**config.mk**
```make
export PLATFORM = sky130hd
export DESIGN_NAME = config_record_validator_top
export DESIGN_NICKNAME = d
export VERILOG_FILES = /design/src/design/crv_pkg.sv /design/src/design/crv_csr.sv /design/src/design/crv_core.sv /design/src/design/config_record_validator_top.sv
export SDC_FILE = /design/constraint.sdc
export NUM_CORES = 1
export LEC_CHECK = 0
export ABC_CLOCK_PERIOD_IN_PS = 11700
export BUFFER_PORTS_ARGS = -buffer_cell sky130_fd_sc_hd__buf_2
export CORE_MARGIN = 10
export CORE_UTILIZATION = 50
export CTS_CLUSTER_SIZE = 40
export DETAILED_ROUTE_END_ITERATION = 8
export GPL_ROUTABILITY_DRIVEN = 0
export HOLD_SLACK_MARGIN = 0.1
export PLACE_DENSITY = 0.69
export SKIP_CTS_REPAIR_TIMING = 1
export SLEW_MARGIN = 20
export SYNTH_ARGS = -nofsm -noshare
export SYNTH_HDL_FRONTEND = slang
export SYNTH_SLANG_ARGS = --single-unit
```
**constraint.sdc**
```tcl
create_clock -name clock -period 11.7 [get_ports clock]
set_input_delay 1.755 -clock clock [delete_from_list [all_inputs] [get_ports clock]]
set_output_delay 1.755 -clock clock [all_outputs]
set_load 0.01 [all_outputs]
```
**src/design/crv_pkg.sv**
```systemverilog
package crv_pkg;

   // Frame layout and format constants.
   localparam logic [31:0] RECORD_MAGIC   = 32'h504D_4346;
   localparam logic [31:0] MARKER_MAGIC   = 32'h504D_4143;
   localparam logic [31:0] CRC_POLY       = 32'hEDB8_8320;
   localparam logic [31:0] CRC_INIT       = 32'hFFFF_FFFF;
   localparam logic [15:0] HEADER_BYTES   = 16'd24;
   localparam logic [15:0] MARKER_BYTES   = 16'd20;
   localparam logic [14:0] PAYLOAD_LIMIT  = 15'd24576;
   localparam logic [15:0] FORMAT_VERSION = 16'd1;
   localparam logic [14:0] POS_MAX        = 15'h7FFF;
   localparam logic [7:0]  SLOT_A_CHAR    = 8'h61;
   localparam logic [7:0]  SLOT_B_CHAR    = 8'h62;

   // Register indexes on the configuration port.
   localparam logic REG_FRAME_MODE  = 1'b0;
   localparam logic REG_MAX_PAYLOAD = 1'b1;

   // Frame modes.
   localparam logic MODE_RECORD = 1'b0;
   localparam logic MODE_MARKER = 1'b1;

   typedef enum logic [3:0] {
      ST_OK       = 4'd0,
      ST_SHORT    = 4'd1,
      ST_MAGIC    = 4'd2,
      ST_VERSION  = 4'd3,
      ST_ZERO_GEN = 4'd4,
      ST_TOO_LONG = 4'd5,
      ST_SIZE     = 4'd6,
      ST_SLOT     = 4'd7,
      ST_CRC      = 4'd8
   } status_type;

   // Configuration handed from the register block to the core.
   typedef struct packed {
      logic        frame_mode;
      logic [14:0] max_payload_bytes;
   } cfg_type;

   // One result word.
   typedef struct packed {
      logic [7:0]  payload_byte;
      logic        payload_strobe;
      logic        frame_done;
      logic [3:0]  status;
      logic [63:0] generation;
      logic [14:0] body_length;
      logic        slot_id;
   } result_type;

   // Reflected CRC-32 over one byte, one bit per step.
   function automatic logic [31:0] crc_byte(input logic [31:0] crc, input logic [7:0] b);
      logic [31:0] c;
      c = crc ^ {24'd0, b};
      for (int k = 0; k < 8; k++) begin
         c = (c >> 1) ^ (CRC_POLY & {32{c[0]}});
      end
      return c;
   endfunction

endpackage

```
**src/design/crv_csr.sv**
```systemverilog
module crv_csr (
   input  logic               clock,
   input  logic               reset,
   input  logic               psel,
   input  logic               penable,
   input  logic               pwrite,
   input  logic [2:0]         paddr,
   input  logic [31:0]        pwdata,
   output logic [31:0]        prdata,
   output logic               pready,
   output crv_pkg::cfg_type   cfg
);
   import crv_pkg::*;

   logic        frame_mode_ff;
   logic [14:0] max_payload_ff;
   logic        wr_en;
   logic        reg_sel;

   assign pready  = 1'b1;
   assign wr_en   = psel && penable && pwrite && pready;
   assign reg_sel = paddr[2];

   // Register writes during the access phase.
   always_ff @(posedge clock) begin
      if (reset) begin
         frame_mode_ff  <= MODE_RECORD;
         max_payload_ff <= PAYLOAD_LIMIT;
      end else if (wr_en) begin
         if (reg_sel == REG_FRAME_MODE) begin
            frame_mode_ff <= pwdata[0];
         end else begin
            max_payload_ff <= pwdata[14:0];
         end
      end
   end

   // Read data follows the address.
   always_comb begin
      if (reg_sel == REG_MAX_PAYLOAD) begin
         prdata = {17'd0, max_payload_ff};
      end else begin
         prdata = {31'd0, frame_mode_ff};
      end
   end

   assign cfg.frame_mode        = frame_mode_ff;
   assign cfg.max_payload_bytes = max_payload_ff;

endmodule

```
**src/design/crv_core.sv**
```systemverilog
module crv_core (
   input  logic                 clock,
   input  logic                 reset,
   input  logic                 advance,
   input  logic [7:0]           data_byte,
   input  logic                 last_byte,
   input  crv_pkg::cfg_type     cfg,
   output crv_pkg::result_type  result
);
   import crv_pkg::*;

   // Frame state.
   logic [14:0] pos_ff,     pos_in;
   logic [31:0] crc_ff,     crc_in;
   logic [31:0] magic_ff,   magic_in;
   logic [15:0] version_ff, version_in;
   logic [63:0] gen_ff,     gen_in;
   logic [31:0] decl_ff,    decl_in;
   logic [31:0] stored_ff,  stored_in;
   logic [7:0]  slot_ff,    slot_in;

   // State after this word is captured, before any end-of-frame clear.
   logic [31:0] magic_nx, crc_nx, decl_nx, stored_nx;
   logic [15:0] version_nx;
   logic [63:0] gen_nx;
   logic [7:0]  slot_nx;

   logic        marker;
   logic        in_crc;
   logic        strobe;
   logic [15:0] size;
   logic [14:0] maxp;
   logic        too_long;
   logic        size_bad;
   status_type  status;

   assign marker = (cfg.frame_mode == MODE_MARKER);
   assign strobe = !marker && ({1'b0, pos_ff} >= HEADER_BYTES);

   // Field capture by byte position.
   always_comb begin
      magic_nx   = magic_ff;
      version_nx = version_ff;
      gen_nx     = gen_ff;
      decl_nx    = decl_ff;
      stored_nx  = stored_ff;
      slot_nx    = slot_ff;
      if (pos_ff < 15'd4) begin
         magic_nx[pos_ff[1:0]*8 +: 8] = data_byte;
      end else if (pos_ff == 15'd4) begin
         version_nx[7:0] = data_byte;
      end else if (pos_ff == 15'd5) begin
         version_nx[15:8] = data_byte;
      end else if (pos_ff == 15'd6 && marker) begin
         slot_nx = data_byte;
      end else if (pos_ff >= 15'd8 && pos_ff < 15'd16) begin
         gen_nx[pos_ff[2:0]*8 +: 8] = data_byte;
      end else if (pos_ff >= 15'd16 && pos_ff < 15'd20) begin
         if (marker) begin
            stored_nx[pos_ff[1:0]*8 +: 8] = data_byte;
         end else begin
            decl_nx[pos_ff[1:0]*8 +: 8] = data_byte;
         end
      end else if (pos_ff >= 15'd20 && pos_ff < 15'd24 && !marker) begin
         stored_nx[pos_ff[1:0]*8 +: 8] = data_byte;
      end
   end

   // CRC coverage depends on the mode of this word.
   always_comb begin
      if (marker) begin
         in_crc = (pos_ff == 15'd6) || (pos_ff >= 15'd8 && pos_ff < 15'd16);
      end else begin
         in_crc = (pos_ff >= 15'd8 && pos_ff < 15'd20) || (pos_ff >= 15'd24);
      end
      crc_nx = in_crc ? crc_byte(crc_ff, data_byte) : crc_ff;
   end

   // Verdict checks, first failure wins.
   assign size     = {1'b0, pos_ff} + 16'd1;
   assign maxp     = (cfg.max_payload_bytes > PAYLOAD_LIMIT) ? PAYLOAD_LIMIT
                                                             : cfg.max_payload_bytes;
   assign too_long = decl_nx > {17'd0, maxp};
   assign size_bad = {17'd0, size} != ({17'd0, HEADER_BYTES} + {1'b0, decl_nx});

   always_comb begin
      if (marker) begin
         if (size < MARKER_BYTES)                  status = ST_SHORT;
         else if (size != MARKER_BYTES)            status = ST_SIZE;
         else if (magic_nx != MARKER_MAGIC)        status = ST_MAGIC;
         else if (version_nx != FORMAT_VERSION)    status = ST_VERSION;
         else if (gen_nx == 64'd0)                 status = ST_ZERO_GEN;
         else if (slot_nx != SLOT_A_CHAR && slot_nx != SLOT_B_CHAR) status = ST_SLOT;
         else if (~crc_nx != stored_nx)            status = ST_CRC;
         else                                      status = ST_OK;
      end else begin
         if (size < HEADER_BYTES)                  status = ST_SHORT;
         else if (magic_nx != RECORD_MAGIC)        status = ST_MAGIC;
         else if (version_nx != FORMAT_VERSION)    status = ST_VERSION;
         else if (gen_nx == 64'd0)                 status = ST_ZERO_GEN;
         else if (too_long)                        status = ST_TOO_LONG;
         else if (size_bad)                        status = ST_SIZE;
         else if (~crc_nx != stored_nx)            status = ST_CRC;
         else                                      status = ST_OK;
      end
   end

   // Result word for this byte.
   always_comb begin
      result.payload_byte   = strobe ? data_byte : 8'd0;
      result.payload_strobe = strobe;
      result.frame_done     = last_byte;
      result.status         = last_byte ? status : ST_OK;
      result.generation     = last_byte ? gen_nx : 64'd0;
      result.body_length    = (last_byte && !marker) ? (too_long ? maxp : decl_nx[14:0])
                                                     : 15'd0;
      result.slot_id        = last_byte && marker && (slot_nx == SLOT_B_CHAR);
   end

   // Next state: clear after the last byte, else keep captured fields and step the position.
   always_comb begin
      if (last_byte) begin
         pos_in     = 15'd0;
         crc_in     = CRC_INIT;
         magic_in   = 32'd0;
         version_in = 16'd0;
         gen_in     = 64'd0;
         decl_in    = 32'd0;
         stored_in  = 32'd0;
         slot_in    = 8'd0;
      end else begin
         pos_in     = (pos_ff == POS_MAX) ? pos_ff : pos_ff + 15'd1;
         crc_in     = crc_nx;
         magic_in   = magic_nx;
         version_in = version_nx;
         gen_in     = gen_nx;
         decl_in    = decl_nx;
         stored_in  = stored_nx;
         slot_in    = slot_nx;
      end
   end

   always_ff @(posedge clock) begin
      if (reset) begin
         pos_ff     <= 15'd0;
         crc_ff     <= CRC_INIT;
         magic_ff   <= 32'd0;
         version_ff <= 16'd0;
         gen_ff     <= 64'd0;
         decl_ff    <= 32'd0;
         stored_ff  <= 32'd0;
         slot_ff    <= 8'd0;
      end else if (advance) begin
         pos_ff     <= pos_in;
         crc_ff     <= crc_in;
         magic_ff   <= magic_in;
         version_ff <= version_in;
         gen_ff     <= gen_in;
         decl_ff    <= decl_in;
         stored_ff  <= stored_in;
         slot_ff    <= slot_in;
      end
   end

   // A finished frame leaves the state ready for the next header.
   a_frame_clear: assert property (@(posedge clock) disable iff (reset)
      (advance && last_byte) |=> (pos_ff == 15'd0 && crc_ff == CRC_INIT && gen_ff == 64'd0))
      else $error("frame state not cleared after last byte");

   // The byte count only moves while a word is processed.
   a_pos_hold: assert property (@(posedge clock) disable iff (reset)
      !advance |=> $stable(pos_ff))
      else $error("byte position changed without a word");

   // Payload is only forwarded past the header of a data record.
   a_strobe_span: assert property (@(posedge clock) disable iff (reset)
      result.payload_strobe |-> (!marker && pos_ff >= 15'd24))
      else $error("payload strobe outside the record payload");

endmodule

```
**src/design/config_record_validator_top.sv**
```systemverilog
// Channel  Direction  Handshake            Word
// req      in         req_valid/req_stall  req_data_byte, req_last_byte
// rsp      out        rsp_valid/rsp_stall  rsp_payload_byte .. rsp_slot_id
// csr      in/out     psel/penable/pready  paddr, pwdata, prdata
//
// One byte is taken per cycle while rsp is not stalled; its result word is on rsp once it is in the result register.
// The path is an input register, the capture/CRC/verdict logic, and a result register.
// Synchronous reset clears the frame state, both valid flags and the configuration registers.
// A stall on rsp holds the result register; req stalls only once the input
// register is also full.
module config_record_validator_top (
   input  logic        clock,
   input  logic        reset,
   input  logic        req_valid,
   output logic        req_stall,
   input  logic [7:0]  req_data_byte,
   input  logic        req_last_byte,
   output logic        rsp_valid,
   input  logic        rsp_stall,
   output logic [7:0]  rsp_payload_byte,
   output logic        rsp_payload_strobe,
   output logic        rsp_frame_done,
   output logic [3:0]  rsp_status,
   output logic [63:0] rsp_generation,
   output logic [14:0] rsp_body_length,
   output logic        rsp_slot_id,
   input  logic        psel,
   input  logic        penable,
   input  logic        pwrite,
   input  logic [2:0]  paddr,
   input  logic [31:0] pwdata,
   output logic [31:0] prdata,
   output logic        pready
);
   import crv_pkg::*;

   cfg_type     cfg;
   result_type  result;
   result_type  out_ff;
   logic        in_valid_ff, in_valid_in;
   logic        out_valid_ff, out_valid_in;
   logic [7:0]  in_byte_ff;
   logic        in_last_ff;
   logic        advance;
   logic        req_take;

   crv_csr u_csr (
      .clock   (clock),
      .reset   (reset),
      .psel    (psel),
      .penable (penable),
      .pwrite  (pwrite),
      .paddr   (paddr),
      .pwdata  (pwdata),
      .prdata  (prdata),
      .pready  (pready),
      .cfg     (cfg)
   );

   crv_core u_core (
      .clock     (clock),
      .reset     (reset),
      .advance   (advance),
      .data_byte (in_byte_ff),
      .last_byte (in_last_ff),
      .cfg       (cfg),
      .result    (result)
   );

   // Handshake: the input register moves on whenever the result register frees up.
   assign advance      = in_valid_ff && (!out_valid_ff || !rsp_stall);
   assign req_stall    = in_valid_ff && !advance;
   assign req_take     = req_valid && !req_stall;
   assign in_valid_in  = req_take || (in_valid_ff && !advance);
   assign out_valid_in = advance || (out_valid_ff && rsp_stall);

   always_ff @(posedge clock) begin
      if (reset) begin
         in_valid_ff  <= 1'b0;
         out_valid_ff <= 1'b0;
      end else begin
         in_valid_ff  <= in_valid_in;
         out_valid_ff <= out_valid_in;
      end
   end

   // Input word register.
   always_ff @(posedge clock) begin
      if (req_take) begin
         in_byte_ff <= req_data_byte;
         in_last_ff <= req_last_byte;
      end
   end

   // Result register.
   always_ff @(posedge clock) begin
      if (advance) begin
         out_ff <= result;
      end
   end

   assign rsp_valid          = out_valid_ff;
   assign rsp_payload_byte   = out_ff.payload_byte;
   assign rsp_payload_strobe = out_ff.payload_strobe;
   assign rsp_frame_done     = out_ff.frame_done;
   assign rsp_status         = out_ff.status;
   assign rsp_generation     = out_ff.generation;
   assign rsp_body_length    = out_ff.body_length;
   assign rsp_slot_id        = out_ff.slot_id;

   // Verdict fields stay quiet on words that do not end a frame.
   a_mid_frame_quiet: assert property (@(posedge clock) disable iff (reset)
      (rsp_valid && !rsp_frame_done) |-> (rsp_status == ST_OK && rsp_generation == 64'd0
                                          && rsp_body_length == 15'd0 && !rsp_slot_id))
      else $error("verdict fields set on a word inside the frame");

   // Forwarded data is zero whenever the strobe is low.
   a_strobe_data: assert property (@(posedge clock) disable iff (reset)
      (rsp_valid && !rsp_payload_strobe) |-> (rsp_payload_byte == 8'd0))
      else $error("payload byte set without strobe");

   // A word that the core processes shows up as a result next cycle.
   a_pipe_flow: assert property (@(posedge clock) disable iff (reset)
      (advance) |=> rsp_valid)
      else $error("processed word did not reach the result register");

endmodule

```
== Word-level counts from Yosys, hierarchy flattened ==
Cells that the tools add are included.
Word-level totals
  register bits after elaboration: 352
  bits of input ports: 51
  output and inout bits: 129
Cells by class
  add/subtract/negate cells: 5
  magnitude comparators: 13
  equality and inequality tests: 14
  shift-type cells: 4
  muxes and demuxes: 61
  bitwise gates (word level): 11
  reduce and logical (&&, ||, !) cells: 31
Operators with widths (number)
  two-way mux 32 bit: 21
  two-way mux 64 bit: 6
  XOR 31 x 32 -> 32 bit: 8
  bitwise mux 32 bit: 3
  two-way mux 15 bit: 5
  bitwise mux 64 bit: 1
  zero test 64 bit: 1
  two-way mux 8 bit: 8
  inequality test 32 x 31 -> 1 bit, second input constant: 2
  variable shift 8 x 34 -> 64 bit, first input constant: 1
  variable part select 8 x 34 -> 64 bit: 1
  greater-or-equal comparator 15 x 5 -> 1 bit, second input constant: 4
  two-way mux 4 bit: 14
  == test 15 x 3 -> 1 bit, second input constant: 3
  less-than comparator 15 x 5 -> 1 bit, second input constant: 3
  negator 5 -> 34 bit: 1
  negator 6 -> 34 bit: 1
  variable shift 8 x 34 -> 32 bit, first input constant: 1
  variable part select 8 x 34 -> 32 bit: 1
  adder 5 x 32 -> 33 bit, first input constant: 1
  inequality test 16 x 33 -> 1 bit: 1
  greater-than comparator 32 x 15 -> 1 bit: 1
  less-than comparator 16 x 5 -> 1 bit, second input constant: 2
  two-way mux 16 bit: 2
  other kinds (20): 47

== Logic depth before layout (Yosys ltp) ==
  word-level depth: 20
  depth in mapped cells: 20
  gate-level depth less buffers: 17

== Cells and area by module ==
Synthesis repeated with hierarchy kept, for this count alone.
Second synthesis, totals
  cells, all modules: 2257
  area total of the unflattened synthesis: 19706.4 µm²
Modules (own cells, without submodules)
  crv_core: times used 1, cells each 2037, area each 15544.9 µm², sequential area each 4624.4 µm²
  config_record_validator_top: times used 1, cells each 113, area each 3179.3 µm², sequential area each 3133.0 µm²
  crv_csr: times used 1, cells each 107, area each 982.2 µm², sequential area each 320.3 µm²

== Worst setup path before layout ==
No wires, ideal clock.
  kind: input -> register
  from: in rsp_stall
  to: reg u_core.magic_ff[1]
  data arrival time: 5.478 ns
  data required time: 11.621 ns
  path slack: 6.143 ns
  stages on the path: 7
  path buffers: 2
  cells stage by stage: nand2_1 > nand2_1 > inv_1 > clkbuf_1 > clkbuf_1 > a32oi_1 > nor2_1
On the way
  longest elaborated chain between the ends: 3
Ends and longest elaborated chain
  from (decl): line config_record_validator_top.sv:19  | input logic rsp_stall,
  zero test 1 bit: line config_record_validator_top.sv:71  | assign advance = in_valid_ff && (!out_valid_ff || !rsp_stall);
  logical OR 1 bit: line config_record_validator_top.sv:71
  logical AND 1 bit: line config_record_validator_top.sv:71
  net advance: line config_record_validator_top.sv:44  | logic advance;
  to (signal assigned): line crv_core.sv:156  | magic_ff <= magic_in;
  to (decl): line crv_core.sv:15  | logic [31:0] magic_ff, magic_in;
The timed path passes the listed nets, and every way through them passes these cells.
A chain may end at the register's enable or synchronous reset.

== Worst setup path after layout ==
  from: reg u_core.pos_ff[0]
  to: reg out_ff, in the netlist rsp_status[0] (data pin)
On the way
  longest elaborated chain between the ends: 19
  elaborated cells between the ends (all ways): 68
  classes of those cells: 4 x add/sub; 8 x order compare; 10 x eq/ne; 4 x shift; 37 x mux; 5 x reduce/logical
Ends and longest elaborated chain
  from (decl): line crv_core.sv:13  | logic [14:0] pos_ff, pos_in;
  from (signal assigned): line crv_core.sv:154  | pos_ff <= pos_in;
  negator 5 -> 34 bit: line crv_core.sv:49, crv_core.sv:62
  variable part select 8 x 34 -> 32 bit or variable shift 8 x 34 -> 32 bit (tied branches): line crv_core.sv:49, crv_core.sv:62
  bitwise mux 32 bit: line crv_core.sv:62  | decl_nx[pos_ff[1:0]*8 +: 8] = data_byte;
  two-way mux 32 bit: line crv_core.sv:59  | if (marker) begin
  two-way mux 32 bit: line crv_core.sv:58  | end else if (pos_ff >= 15'd16 && pos_ff < 15'd20) begin
  two-way mux 32 bit: line crv_core.sv:56  | end else if (pos_ff >= 15'd8 && pos_ff < 15'd16) begin
  two-way mux 32 bit: line crv_core.sv:54  | end else if (pos_ff == 15'd6 && marker) begin
  two-way mux 32 bit: line crv_core.sv:52  | end else if (pos_ff == 15'd5) begin
  [3 not listed]
  inequality test 16 x 33 -> 1 bit: line crv_core.sv:84  | assign size_bad = {17'd0, size} != ({17'd0, HEADER_BYTES} + {1'b0, decl_nx});
  two-way mux 4 bit: line crv_core.sv:102  | else if (size_bad) status = ST_SIZE;
  two-way mux 4 bit: line crv_core.sv:101  | else if (too_long) status = ST_TOO_LONG;
  two-way mux 4 bit: line crv_core.sv:100  | else if (gen_nx == 64'd0) status = ST_ZERO_GEN;
  two-way mux 4 bit: line crv_core.sv:99  | else if (version_nx != FORMAT_VERSION) status = ST_VERSION;
  two-way mux 4 bit: line crv_core.sv:98  | else if (magic_nx != RECORD_MAGIC) status = ST_MAGIC;
  two-way mux 4 bit: line crv_core.sv:97  | if (size < HEADER_BYTES) status = ST_SHORT;
  two-way mux 4 bit *: line crv_core.sv:87  | if (marker) begin
  to (signal assigned): line config_record_validator_top.sv:98  | out_ff <= result;
  to (decl): line config_record_validator_top.sv:39  | result_type out_ff;
Mark *: on every way between the ends. The rest lies on a longest branch, timed or not.

==> impl_metrics.yaml <==
sta:
  tightest_slew_ns: 1.111
  finalSetupViolCount: 0
  relSlewSlack: 0.2539
  rsz0062_at_grt: "false"
  skew_ns: 0.01912
  hold_violations: 0
  finalSetupTns_ns: 0
  max_freq_ghz: 0.1605
  finalCritPeriodShare: 0.5326
  maxSlewViolCount: 0
  period_needed_ns: 6.231
route:
  dr.pass1.iters: 7
  ant_nets: 0
  post_drt_wl_per_cell_um: 21.65
  drc: 0
  vias_per_cell: 6.270
  totalWireLength_mm: 63.29
  drt_iter0_markers: 2194
  dr_total_vias: 18330
layout:
  num_antenna_cells: 0
  final_util: 0.5693
  fin_nets: 2446
  final_cells: 2923
  fillers: 3570
  layout_commonest_cell: "nor2_1"
  syn_to_final_growth_pct: 12.01
  drive_above_1_share: 0.1272
  layout_common_cells: "nor2_1 (309), dfxtp_1 (249), nand2_1 (219)"
yosys:
  syn_area_um2: 19780
  synth_mux_area_frac: 0.04782
  synth-edff-count: 103
  synthDistinctLibCells: 83
  synth-seq-cells: 352
  synthArstFlopShare: 0
  seq_area_frac_synth: 0.4083
  yosys.area_share.simple: 0.2498
  synth_flop_cell: "dfxtp_1"
  synthXorXnorAreaFrac: 0.06888
  synth_top_family_by_area: "simple AND/OR/NAND/NOR gates"
  syn-mean-instance-area_um2: 8.526
  yosys.area_share.adder: 0.01392
  yosysWarnings: 0
  synth_compound_area_frac: 0.1656
  syn_inst: 2320
critical_path:
  end_kind: "flip-flop"
  cp.arrival_ns: 6.53
  required_ns: 12.00
  crit_fanout: 27
  critPathKind: "flip-flop to flip-flop"
  critPathLaunchType: "flip-flop"
global_route:
  grt_max_degree: 104
  grt_pass1_wl_mm: 97.92
  grt_pass1_vias: 17230
  track_usage: 0.2535
  grt_remaining_overflow: 0
  antenna_found_initial: 1
power:
  finalPower_mw: 2.871
  switching_share: 0.2467
  p_leak_nw: 8.073
  p_seq_frac: 0.445
  vdd_drop_max_mv: 0.09270
  intPower_mw: 2.163
  power_density_nw_per_um2: 129.6
  p_sw_uw: 708.3
  pwr-share-clk: 0.470
  combPwrFrac: 0.086
cts:
  cts.path.max_buffers: 3
  cts.sinks: 352
  cts_tree: "done"
  numCtsBuffers: 40
  clk_pin_slew_worst_paths_ns: 0.06
  root_buffer: "clkbuf_16"
  clock_latency_ns: 0.57
  htreeDepth: 2
die:
  fp.dieW_um: 218.9
  rows: 72
  die-area_um2: 47920
  core_um2: 38920
  initial_core_util: 0.5083
  pin_count: 180
  fp.dieH_um: 218.9
placed_design:
  placed_cells: 2848
  numPortBuffers: 142
  dp_hpwl_mm: 42.92
min_path:
  hold_class: "flip-flop to flip-flop"
status:
  status: "finished clean"
flow_run:
  drv_cap: 0
==> final timing paths <==
path	startpoint	to	slack [ns]	cells after the start
setup reg to reg	u_core.pos_ff[0]$_SDFFE_PP0P_	rsp_status[0]$_SDFFCE_PN0P_	5.47	17
hold reg to reg	u_core.gen_ff[27]$_SDFFE_PP0P_	u_core.gen_ff[27]$_SDFFE_PP0P_	0.47	2
setup / recovery	u_core.pos_ff[0]$_SDFFE_PP0P_	rsp_status[0]$_SDFFCE_PN0P_	5.47	17
hold / removal	u_core.gen_ff[27]$_SDFFE_PP0P_	u_core.gen_ff[27]$_SDFFE_PP0P_	0.47	2
==> synth_stat cells, types with 44 or more instances <==
library cell	number	share of area
a21oi_1	149	0.038
a22oi_1	145	0.055
and2_1	58	0.018
clkbuf_1	145	0.028
dfxtp_1	249	0.25
edfxtp_1	103	0.16
mux2i_1	72	0.036
nand2_1	220	0.042
nand2b_1	44	0.014
nand3_1	74	0.019
nor2_1	311	0.059
nor3_1	57	0.014
nor4_1	45	0.014
o21ai_0	47	0.012
xnor2_1	100	0.044
xor2_1	51	0.023
==> critical path: stages (launching register included) <==
cell and delay [ns]:
dfxtp_1 0.31, inv_1 0.28, ha_1 0.21, buf_4 0.24, or4b_2 0.65, nor4_4 0.76
mux2_2 0.48, ha_1 0.32, nor2b_1 0.14, o21a_1 0.17, o21a_1 0.16, o211ai_1 0.16
a211oi_1 0.09, o21ai_0 0.35, nand3_1 0.84, a21oi_1 0.40, nor2_1 0.07, o311a_1 0.33
==> state kept, by name, summed over array words and instances (netlist names), 4 cells and up <==
signal and flops:
u_core.pos_ff 15, rsp_body_length 15, u_core.stored_ff 32, u_csr.max_payload_ff 15
in_byte_ff 8, u_core.decl_ff 32, u_core.crc_ff 32, rsp_payload_byte 8
u_core.slot_ff 8, u_core.version_ff 16, u_core.gen_ff 64, u_core.magic_ff 32
rsp_status 4, rsp_generation 64
==> stage by stage <==
stage	setup WS (ns)	hold WS [ns]	area (µm²)
global route	5.224	0.5001	22160
CTS	5.599	0.4724	22120
detailed placement	5.626	0.4638	20730
floorplan	6.143	0.4442	19840
global placement	5.655	0.4532	20730
finish	5.469	0.4738	22160
==> metal layers <==
| metal | vias up | global-route usage | share of wire |
|---|---|---|---|
| met3 | 206 | 0.03796 | 0.082 |
| li1 | 8436 | - | - |
| met2 | 896 | 0.4108 | 0.47 |
| met5 | - | 0 | 0 |
| met4 | 0 | 0.1145 | 0.043 |
| met1 | 8790 | 0.3289 | 0.41 |
==> layout make-up <==
cell class	count	area, µm²	area share
timing repair buffer	185	1060	0.04783
sequential	352	8078	0.3646
clock buffer	47	1059	0.04777
inverter	16	62.56	0.002823
clock inverter	27	337.8	0.01525
multi-input combinational	1778	10910	0.4925
tap	518	648.1	0.02925
==> logic make-up after synthesis <==
logic type | Yosys count
and+or+nand+nor | 992
adders and majority gates | 22
other | 2
muxes | 92
xor gates and xnor gates | 153
buffers and inverters | 206
AOI/OAI and AO/OA | 501
DFF | 352
==> power by group through the flow <==
stage               clock network, mW  logic, mW  registers [mW]
floorplan                           0      0.149            1.31
global placement                    0      0.235            1.30
detailed placement                  0      0.238            1.30
CTS                              1.36      0.239            1.28
global route                     1.42      0.259            1.28
finish                           1.35      0.246            1.28
Note: power is estimated with default switching activity, not from simulation.
